File: src/rtl/core/ffra_pkg.sv
`timescale 1ns / 1ps

package ffra_pkg;

  localparam int unsigned EntryCount = 64;
  localparam int unsigned SlotW = $clog2(EntryCount);
  localparam int unsigned PageShift = 12;
  localparam logic [32:0] HeapBase = 33'd4096;
  localparam logic [31:0] MemReset = 32'd268435456;

  localparam logic [1:0] OpAlloc = 2'd0;
  localparam logic [1:0] OpFree = 2'd1;
  localparam logic [1:0] OpCheck = 2'd2;

  localparam logic [1:0] StOk = 2'd0;
  localparam logic [1:0] StNoMemory = 2'd1;
  localparam logic [1:0] StBadHandle = 2'd2;
  localparam logic [1:0] StOutOfRange = 2'd3;

  typedef struct packed {
    logic load;
    logic scan_start;
    logic scan_step;
    logic next_cand;
    logic commit_alloc;
    logic do_free;
    logic lookup;
    logic finish;
    logic [1:0] status;
  } ffra_cmd_t;

  typedef struct packed {
    logic [1:0] op;
    logic       slot_found;
    logic       handle_ok;
    logic       fits;
    logic       scan_last;
    logic       overlap_any;
    logic       check_ok;
  } ffra_stat_t;

endpackage

File: src/rtl/core/first_fit_region_allocator_unit.sv
`timescale 1ns / 1ps
// Channel   Signals                                             Direction
// in        in_valid, in_stall, op_i, request_bytes_i,            into block
//           handle_in_i, access_offset_i
// out       out_valid, out_stall, status_o, entry_handle_o,       out of block
//           region_address_o
// cfg       cfg_we, cfg_wdata                                     into block
// Free, bad handles, unknown operations and a full table finish in the decide state;
// check adds read and check states. Allocate does a fit test, a sequential scan of all
// 64 entries over one memory read port and a judge per candidate until one fits or none can.
// Reset clears all used marks at once; no clearing pass is needed.
// A result waiting under stall holds the input stalled.

module first_fit_region_allocator_unit (
  input  logic        clk_i,
  input  logic        rst_ni,
  input  logic        in_valid,
  output logic        in_stall,
  input  logic [1:0]  op_i,
  input  logic [31:0] request_bytes_i,
  input  logic [6:0]  handle_in_i,
  input  logic [31:0] access_offset_i,
  output logic        out_valid,
  input  logic        out_stall,
  output logic [1:0]  status_o,
  output logic [6:0]  entry_handle_o,
  output logic [31:0] region_address_o,
  input  logic        cfg_we,
  input  logic [31:0] cfg_wdata
);
  import ffra_pkg::*;

  ffra_cmd_t cmd;
  ffra_stat_t stat;
  logic [31:0] mem_bytes_q;

  always_ff @(posedge clk_i or negedge rst_ni) begin
    if (!rst_ni) mem_bytes_q <= MemReset;
    else if (cfg_we) mem_bytes_q <= cfg_wdata;
  end

  ffra_ctrl u_ctrl (
    .clk_i, .rst_ni, .in_valid, .in_stall, .out_valid, .out_stall,
    .cmd_o(cmd), .stat_i(stat)
  );

  ffra_datapath u_dp (
    .clk_i, .rst_ni, .cmd_i(cmd), .stat_o(stat), .memory_bytes_i(mem_bytes_q),
    .op_i, .request_bytes_i, .handle_in_i, .access_offset_i,
    .status_o, .entry_handle_o, .region_address_o
  );

endmodule

File: src/rtl/core/ffra_datapath.sv
`timescale 1ns / 1ps

module ffra_datapath (
  input  logic                clk_i,
  input  logic                rst_ni,
  input  ffra_pkg::ffra_cmd_t cmd_i,
  output ffra_pkg::ffra_stat_t stat_o,
  input  logic [31:0]         memory_bytes_i,
  input  logic [1:0]          op_i,
  input  logic [31:0]         request_bytes_i,
  input  logic [6:0]          handle_in_i,
  input  logic [31:0]         access_offset_i,
  output logic [1:0]          status_o,
  output logic [6:0]          entry_handle_o,
  output logic [31:0]         region_address_o
);
  import ffra_pkg::*;

  logic [31:0] base_mem [EntryCount];
  logic [31:0] len_mem [EntryCount];
  logic [EntryCount-1:0] used_q, used_d;

  logic [1:0] op_q;
  logic [31:0] req_q, offs_q;
  logic [32:0] need_q, cand_q, far_q;
  logic [SlotW-1:0] slot_q, idx_q;
  logic rd_valid_q;
  logic [31:0] rd_base_q, rd_len_q;
  logic [1:0] status_q;
  logic [6:0] hout_q;
  logic [31:0] addr_q;
  logic slot_found_q, handle_ok_q;

  logic [SlotW-1:0] free_slot;
  logic free_found;
  logic [32:0] need_d, cand_end, rd_end, step_a;
  logic overlap;
  logic [SlotW-1:0] hslot;
  logic hrange;
  logic [33:0] chk_sum;

  always_comb begin
    free_found = 1'b0;
    free_slot = '0;
    for (int i = EntryCount - 1; i >= 0; i--) begin
      if (!used_q[i]) begin
        free_found = 1'b1;
        free_slot = SlotW'(i);
      end
    end
  end

  assign need_d = ({1'b0, request_bytes_i == 32'd0 ? 32'd1 : request_bytes_i} +
                   33'd4095) & ~33'd4095;
  assign cand_end = cand_q + need_q;
  assign rd_end = {1'b0, rd_base_q} + {1'b0, rd_len_q};
  assign overlap = rd_valid_q && (cand_q < rd_end) && ({1'b0, rd_base_q} < cand_end);
  assign step_a = cand_q + 33'd4096;
  assign hrange = (handle_in_i != 7'd0) && ({25'd0, handle_in_i} <= 32'(EntryCount));
  assign hslot = SlotW'(handle_in_i - 7'd1);
  assign chk_sum = {2'b0, offs_q} + {2'b0, req_q};

  always_comb begin
    used_d = used_q;
    if (cmd_i.commit_alloc) used_d[slot_q] = 1'b1;
    if (cmd_i.do_free) used_d[slot_q] = 1'b0;
  end

  always_ff @(posedge clk_i or negedge rst_ni) begin
    if (!rst_ni) begin
      used_q <= '0;
      rd_valid_q <= 1'b0;
    end else begin
      used_q <= used_d;
      rd_valid_q <= (cmd_i.scan_start || cmd_i.scan_step) ? used_q[idx_q] : 1'b0;
    end
  end

  always_ff @(posedge clk_i) begin
    rd_base_q <= base_mem[idx_q];
    rd_len_q <= len_mem[idx_q];
    if (cmd_i.commit_alloc) begin
      base_mem[slot_q] <= cand_q[31:0];
      len_mem[slot_q] <= need_q[31:0];
    end
  end

  always_ff @(posedge clk_i) begin
    if (cmd_i.load) begin
      op_q <= op_i;
      req_q <= request_bytes_i;
      offs_q <= access_offset_i;
      need_q <= need_d;
      cand_q <= HeapBase;
      far_q <= '0;
      idx_q <= (op_i == OpAlloc) ? '0 : hslot;
      slot_q <= (op_i == OpAlloc) ? free_slot : hslot;
      slot_found_q <= free_found;
      handle_ok_q <= hrange && used_q[hslot];
    end
    if (cmd_i.scan_start) begin
      idx_q <= idx_q + SlotW'(1);
      far_q <= '0;
    end
    if (cmd_i.scan_step) begin
      idx_q <= idx_q + SlotW'(1);
      if (overlap && rd_end > far_q) far_q <= rd_end;
    end
    if (cmd_i.next_cand) begin
      cand_q <= (far_q > step_a) ? far_q : step_a;
      idx_q <= '0;
    end
    if (cmd_i.finish) begin
      status_q <= cmd_i.status;
      hout_q <= (cmd_i.status == StOk && op_q == OpAlloc) ? 7'(slot_q) + 7'd1 : 7'd0;
      if (cmd_i.status == StOk && op_q == OpAlloc) addr_q <= cand_q[31:0];
      else if (cmd_i.status == StOk && op_q == OpCheck)
        addr_q <= rd_base_q + offs_q;
      else addr_q <= '0;
    end
  end

  logic scan_last_q;
  always_ff @(posedge clk_i) begin
    scan_last_q <= (cmd_i.scan_start || cmd_i.scan_step) &&
                   (idx_q == SlotW'(EntryCount - 1));
  end

  assign stat_o.op = op_q;
  assign stat_o.slot_found = slot_found_q;
  assign stat_o.handle_ok = handle_ok_q;
  assign stat_o.fits = (cand_end <= {1'b0, memory_bytes_i});
  assign stat_o.scan_last = scan_last_q;
  assign stat_o.overlap_any = (far_q != '0) || overlap;
  assign stat_o.check_ok = chk_sum <= {2'b0, rd_len_q};

  assign status_o = status_q;
  assign entry_handle_o = hout_q;
  assign region_address_o = addr_q;

endmodule

File: src/rtl/core/ffra_ctrl.sv
`timescale 1ns / 1ps

module ffra_ctrl (
  input  logic                 clk_i,
  input  logic                 rst_ni,
  input  logic                 in_valid,
  output logic                 in_stall,
  output logic                 out_valid,
  input  logic                 out_stall,
  output ffra_pkg::ffra_cmd_t  cmd_o,
  input  ffra_pkg::ffra_stat_t stat_i
);
  import ffra_pkg::*;

  localparam logic [2:0] SIdle = 3'd0;
  localparam logic [2:0] SDecide = 3'd1;
  localparam logic [2:0] SFit = 3'd2;
  localparam logic [2:0] SScan = 3'd3;
  localparam logic [2:0] SJudge = 3'd4;
  localparam logic [2:0] SRead = 3'd5;
  localparam logic [2:0] SCheck = 3'd6;

  logic [2:0] state_q, state_d;
  logic out_valid_q, out_valid_d;
  logic accept;

  assign in_stall = (state_q != SIdle) || (out_valid_q && out_stall);
  assign accept = in_valid && !in_stall;
  assign out_valid = out_valid_q;

  always_comb begin
    state_d = state_q;
    out_valid_d = out_valid_q && out_stall;
    cmd_o = '0;
    unique case (state_q)
      SIdle: begin
        if (accept) begin
          cmd_o.load = 1'b1;
          state_d = SDecide;
        end
      end
      SDecide: begin
        unique case (stat_i.op)
          OpAlloc: begin
            if (stat_i.slot_found) state_d = SFit;
            else begin
              cmd_o.finish = 1'b1;
              cmd_o.status = StNoMemory;
              out_valid_d = 1'b1;
              state_d = SIdle;
            end
          end
          OpFree: begin
            cmd_o.finish = 1'b1;
            out_valid_d = 1'b1;
            state_d = SIdle;
            if (stat_i.handle_ok) begin
              cmd_o.do_free = 1'b1;
              cmd_o.status = StOk;
            end else cmd_o.status = StBadHandle;
          end
          OpCheck: begin
            if (stat_i.handle_ok) begin
              state_d = SRead;
            end else begin
              cmd_o.finish = 1'b1;
              cmd_o.status = StBadHandle;
              out_valid_d = 1'b1;
              state_d = SIdle;
            end
          end
          default: begin
            cmd_o.finish = 1'b1;
            cmd_o.status = StBadHandle;
            out_valid_d = 1'b1;
            state_d = SIdle;
          end
        endcase
      end
      SFit: begin
        if (stat_i.fits) begin
          cmd_o.scan_start = 1'b1;
          state_d = SScan;
        end else begin
          cmd_o.finish = 1'b1;
          cmd_o.status = StNoMemory;
          out_valid_d = 1'b1;
          state_d = SIdle;
        end
      end
      SScan: begin
        cmd_o.scan_step = 1'b1;
        if (stat_i.scan_last) state_d = SJudge;
      end
      SJudge: begin
        if (stat_i.overlap_any) begin
          cmd_o.next_cand = 1'b1;
          state_d = SFit;
        end else begin
          cmd_o.commit_alloc = 1'b1;
          cmd_o.finish = 1'b1;
          cmd_o.status = StOk;
          out_valid_d = 1'b1;
          state_d = SIdle;
        end
      end
      SRead: state_d = SCheck;
      SCheck: begin
        cmd_o.finish = 1'b1;
        cmd_o.status = stat_i.check_ok ? StOk : StOutOfRange;
        out_valid_d = 1'b1;
        state_d = SIdle;
      end
      default: state_d = SIdle;
    endcase
  end

  always_ff @(posedge clk_i or negedge rst_ni) begin
    if (!rst_ni) begin
      state_q <= SIdle;
      out_valid_q <= 1'b0;
    end else begin
      state_q <= state_d;
      out_valid_q <= out_valid_d;
    end
  end

  assert property (@(posedge clk_i) disable iff (!rst_ni)
    accept |=> state_q == SDecide) else $error("accept did not start work");
  assert property (@(posedge clk_i) disable iff (!rst_ni)
    cmd_o.finish |=> out_valid_q) else $error("finish without result");
  assert property (@(posedge clk_i) disable iff (!rst_ni)
    (state_q != SIdle) |-> in_stall) else $error("input open while busy");
  assert property (@(posedge clk_i) disable iff (!rst_ni)
    !(cmd_o.commit_alloc && cmd_o.do_free)) else $error("table write clash");

endmodule
File: config.mk
export PLATFORM = sky130hd
export DESIGN_NAME = first_fit_region_allocator_unit
export DESIGN_NICKNAME = d
export VERILOG_FILES = /design/src/rtl/core/ffra_pkg.sv /design/src/rtl/core/first_fit_region_allocator_unit.sv /design/src/rtl/core/ffra_datapath.sv /design/src/rtl/core/ffra_ctrl.sv
export SDC_FILE = /design/constraint.sdc
export NUM_CORES = 2
export LEC_CHECK = 0
export BUFFER_PORTS_ARGS = -buffer_cell sky130_fd_sc_hd__buf_2
export CAP_MARGIN = 20
export CORE_ASPECT_RATIO = 1.75
export CORE_MARGIN = 4
export CORE_UTILIZATION = 55
export DETAILED_ROUTE_END_ITERATION = 6
export GPL_ROUTABILITY_DRIVEN = 0
export HOLD_SLACK_MARGIN = 0.15
export PLACE_DENSITY = 0.71
export SYNTH_ARGS = -nofsm -noshare
export SYNTH_HDL_FRONTEND = slang
export SYNTH_SLANG_ARGS = --single-unit
File: constraint.sdc
create_clock -name clk_i -period 9.9 [get_ports clk_i]
set_input_delay 2.475 -clock clk_i [delete_from_list [all_inputs] [get_ports clk_i]]
set_output_delay 2.475 -clock clk_i [all_outputs]
set_load 0.01 [all_outputs]
==> impl_metrics.env <==
export IMPL_status="complete, but fails checks"
export IMPL_violations="DRC"
export IMPL_ys_warn_count=0
export IMPL_slew_headroom=0.137
export IMPL_synth_area_um2=150000
export IMPL_fp_coreArea_um2=272000
export IMPL_wl_per_cell_um=38.6
export IMPL_cts_repair_resized=0
export IMPL_synth_edf_count=3497
export IMPL_grt_pass1_vias=79041
export IMPL_clock_path_buffers=4
export IMPL_max_freq_mhz=122
export IMPL_final_setup_skew_ps=77.8
export IMPL_regArea_um2=109000
export IMPL_cts_sinks=3690
export IMPL_vias_per_cell=6.92
export IMPL_finalCritPeriodShare=0.828
export IMPL_syn2layout_area_growth_pct=11.4
export IMPL_drcViolationCount=20
export IMPL_powerDensity_nw_per_um2=289
export IMPL_fillers=18358
export IMPL_multi_input_area_um2=39700
export IMPL_clk_pin_slew_ps=70
export IMPL_die_w_um=403
export IMPL_worst_path_largest_cell_delay_ps=1000
export IMPL_cts_tree="built"
export IMPL_grt_pass1_wl_um=631000
export IMPL_critPathCaptureType="flip-flop"
export IMPL_fp_dieH_um=700
export IMPL_hold_path_class="flip-flop to flip-flop"
export IMPL_synth_cell_types=85
export IMPL_switching_share=0.343
export IMPL_total_power_w=0.0484
export IMPL_dieArea_um2=282000
export IMPL_finalHoldViolCount=0
export IMPL_clock_latency_ps=920
export IMPL_final_min_clock_period_ps=8200
export IMPL_grt_setup_unrepaired="false"
export IMPL_cts_setup_buffers=0
export IMPL_maxCapViolCount=0
export IMPL_power_switching_w=0.0166
export IMPL_drive_gt1_frac=0.265
export IMPL_p_int_w=0.0318
export IMPL_cp_data_arrival_time_ps=8700
export IMPL_port_buffer_count=152
export IMPL_nNetsFinal=8020
export IMPL_ios=153
export IMPL_synth_cells=7237
export IMPL_final_common_cell="edfxtp_1"
export IMPL_initial_core_util=0.554
export IMPL_ys_seq_elements=3690
export IMPL_vias=79495
export IMPL_synth_top_flop_cell="edfxtp_1"
export IMPL_critPathMaxFanout=35
export IMPL_comb_power_share=0.343
export IMPL_crit_required_ps=10400
export IMPL_slew_violations=0
export IMPL_cts_hold_buffers_added=0
export IMPL_rows=253
export IMPL_synth_nets=7640
export IMPL_peakVddDrop_v=0.000244
export IMPL_gr_total_overflow=0
export IMPL_cts_made_buffers=317
export IMPL_antenna_found_initial=108
export IMPL_avgSynthCellArea_um2=20.8
export IMPL_cellLeakagePower_nw=53.8
export IMPL_grt_max_degree=135
export IMPL_finalWirelength_um=444000
export IMPL_finalSetupViolCount=0
export IMPL_async_flop_share=0.0274
export IMPL_cts_root_buffer="clkbuf_16"
export IMPL_seq_power_share=0.396
export IMPL_dp_hpwl_um=282000
export IMPL_grt_usage=0.323
export IMPL_p_clk_frac=0.261
export IMPL_mostFrequentLayoutCells="edfxtp_1, mux4_2, clkbuf_16"
export IMPL_worst_pin_slew_ps=1300
export IMPL_critPathLaunchType="flip-flop"
export IMPL_ant_nets=0
export IMPL_drtIter0Drc=11700
export IMPL_htree_num_levels=5
export IMPL_finalSetupTns_ps=0
export IMPL_crit_slowest_cell="a21oi_2"
export IMPL_ys_seq_area_frac=0.727
export IMPL_path_class="flip-flop to flip-flop"
export IMPL_cp_cell_sequence="ha_1 -> fa_1 -> a211oi_1 -> o21ai_0 -> a31oi_1 -> xnor2_1 -> ha_1 -> o2111ai_1 -> nor3_1 -> o221ai_1 -> a21oi_2 -> o2111ai_4 -> buf_4 -> nor2_4 -> buf_4"
export IMPL_firstDrtPassIters=7
synthesized netlist by cell type, types with 5 or more instances:
library cell | count | area (um2)
a22o_1 | 30 | 263
edfxtp_1 | 3497 | 105000
dfxtp_1 | 92 | 1840
o21ai_0 | 128 | 641
o2111ai_1 | 6 | 52.6
or3_1 | 6 | 37.5
a21boi_0 | 10 | 75.1
buf_1 | 78 | 293
a21oi_1 | 144 | 721
or2_2 | 6 | 37.5
clkbuf_1 | 230 | 863
buf_2 | 5 | 25.0
nand3_1 | 56 | 280
o21a_1 | 30 | 225
nor4_1 | 32 | 200
xor2_1 | 59 | 517
o22ai_1 | 6 | 37.5
a2bb2oi_1 | 64 | 561
mux4_2 | 1133 | 25500
nor3_1 | 40 | 200
ha_1 | 289 | 3620
a211o_1 | 9 | 78.8
a211oi_1 | 46 | 345
or4_1 | 6 | 45.0
a21o_1 | 68 | 510
nand2b_1 | 25 | 156
o21bai_1 | 15 | 113
mux2i_1 | 52 | 521
and3_1 | 30 | 188
nand2_1 | 221 | 830
xnor2_1 | 73 | 639
nor2_1 | 212 | 796
nand4_1 | 57 | 357
inv_1 | 202 | 758
o211ai_1 | 11 | 82.6
dfrtp_1 | 100 | 2500
a31oi_1 | 13 | 81.3
and2_1 | 16 | 100
nor2b_1 | 47 | 294
worst paths after layout:
path / endpoint / cells after the start / from / slack, ps
max: u_dp.base_mem[48][27]$_DFFE_PP_ / 15 / u_dp.rd_base_q[12]$_DFF_P_ / 1700
min: u_dp.far_q[14]$_DFF_P_ / 2 / u_dp.far_q[14]$_DFF_P_ / 490
max reg2reg: u_dp.base_mem[48][27]$_DFFE_PP_ / 15 / u_dp.rd_base_q[12]$_DFF_P_ / 1700
min reg2reg: u_dp.far_q[14]$_DFF_P_ / 2 / u_dp.far_q[14]$_DFF_P_ / 490
max in group asynchronous: u_dp.used_q[25]$_DFF_PN0_ / 2 / rst_ni / 6950
min in group asynchronous: mem_bytes_q[26]$_DFFE_PN0P_ / 1 / rst_ni / 1530
flip-flops by register name (all words and copies together), names as in the netlist, 2 cells and up:
name / count
u_dp.rd_base_q: 32
u_dp.slot_q: 6
u_dp.entry_handle_o: 7
u_dp.rd_len_q: 20
u_dp.req_q: 32
mem_bytes_q: 32
u_dp.need_q: 21
u_dp.op_q: 2
u_ctrl.state_q: 3
u_dp.len_mem: 1280
u_dp.offs_q: 32
u_dp.cand_q: 33
u_dp.far_q: 33
u_dp.base_mem: 2048
u_dp.status_o: 2
u_dp.idx_q: 6
u_dp.region_address_o: 32
u_dp.used_q: 64
final cells by class:
cell class                 count  share of cell area
sequential                  3690               0.653
multi-input combinational   3028               0.237
clock buffer                 385              0.0508
tap                         3570              0.0267
timing repair buffer         378              0.0167
clock inverter               177              0.0105
inverter                     202             0.00454
antenna                       62            0.000926
logic make-up after synthesis:
family                     share of synthesized area
AOI/OAI and AO/OA                             0.0292
buffers and inverters                         0.0132
xor gates and xnor gates                     0.00769
adders and majority gates                     0.0246
and+or+nand+nor                               0.0245
muxes                                          0.173
DFF                                            0.727
worst max-delay path, delay by kind of cell, from the launching register on:
| family | cells | cell delay, ps |
|---|---|---|
| and+or+nand+nor | 2 | 1390 |
| AOI/OAI and AO/OA | 7 | 3370 |
| DFF | 1 | 430 |
| adders and majority gates | 3 | 1150 |
| xor gates and xnor gates | 1 | 270 |
| buffers and inverters | 2 | 1040 |
through the flow:
step	cells	instance area (um2)	hold slack [ps]	setup WS [ps]	utilization
final	11492	168000	491	1700	0.617
after global routing	11446	167000	528	1700	0.616
after CTS	11416	167000	492	2260	0.615
after detailed placement	10854	157000	481	2280	0.577
after global placement	10850	157000	485	2370	0.577
after floorplan	7237	150000	452	1300	-
power by group through the flow:
stage | clock network [W] | logic (W) | registers, W
6_report | 0.0126 | 0.0166 | 0.0191
4_1_cts | 0.0127 | 0.0159 | 0.0190
3_3_place_gp | 0 | 0.0156 | 0.0194
5_1_grt | 0.0134 | 0.0173 | 0.0192
2_1_floorplan | 0 | 0.00950 | 0.0192
3_5_place_dp | 0 | 0.0158 | 0.0194
per-layer routing:
metal | vias to the layer above | part of all wire | global-route usage
li1 | 30969 | - | -
met1 | 41787 | 0.32 | 0.375
met2 | 5232 | 0.50 | 0.516
met3 | 1451 | 0.10 | 0.106
met4 | 56 | 0.083 | 0.217
met5 | - | 0.00097 | 0.00511
Power figures use the tool's default switching activity.
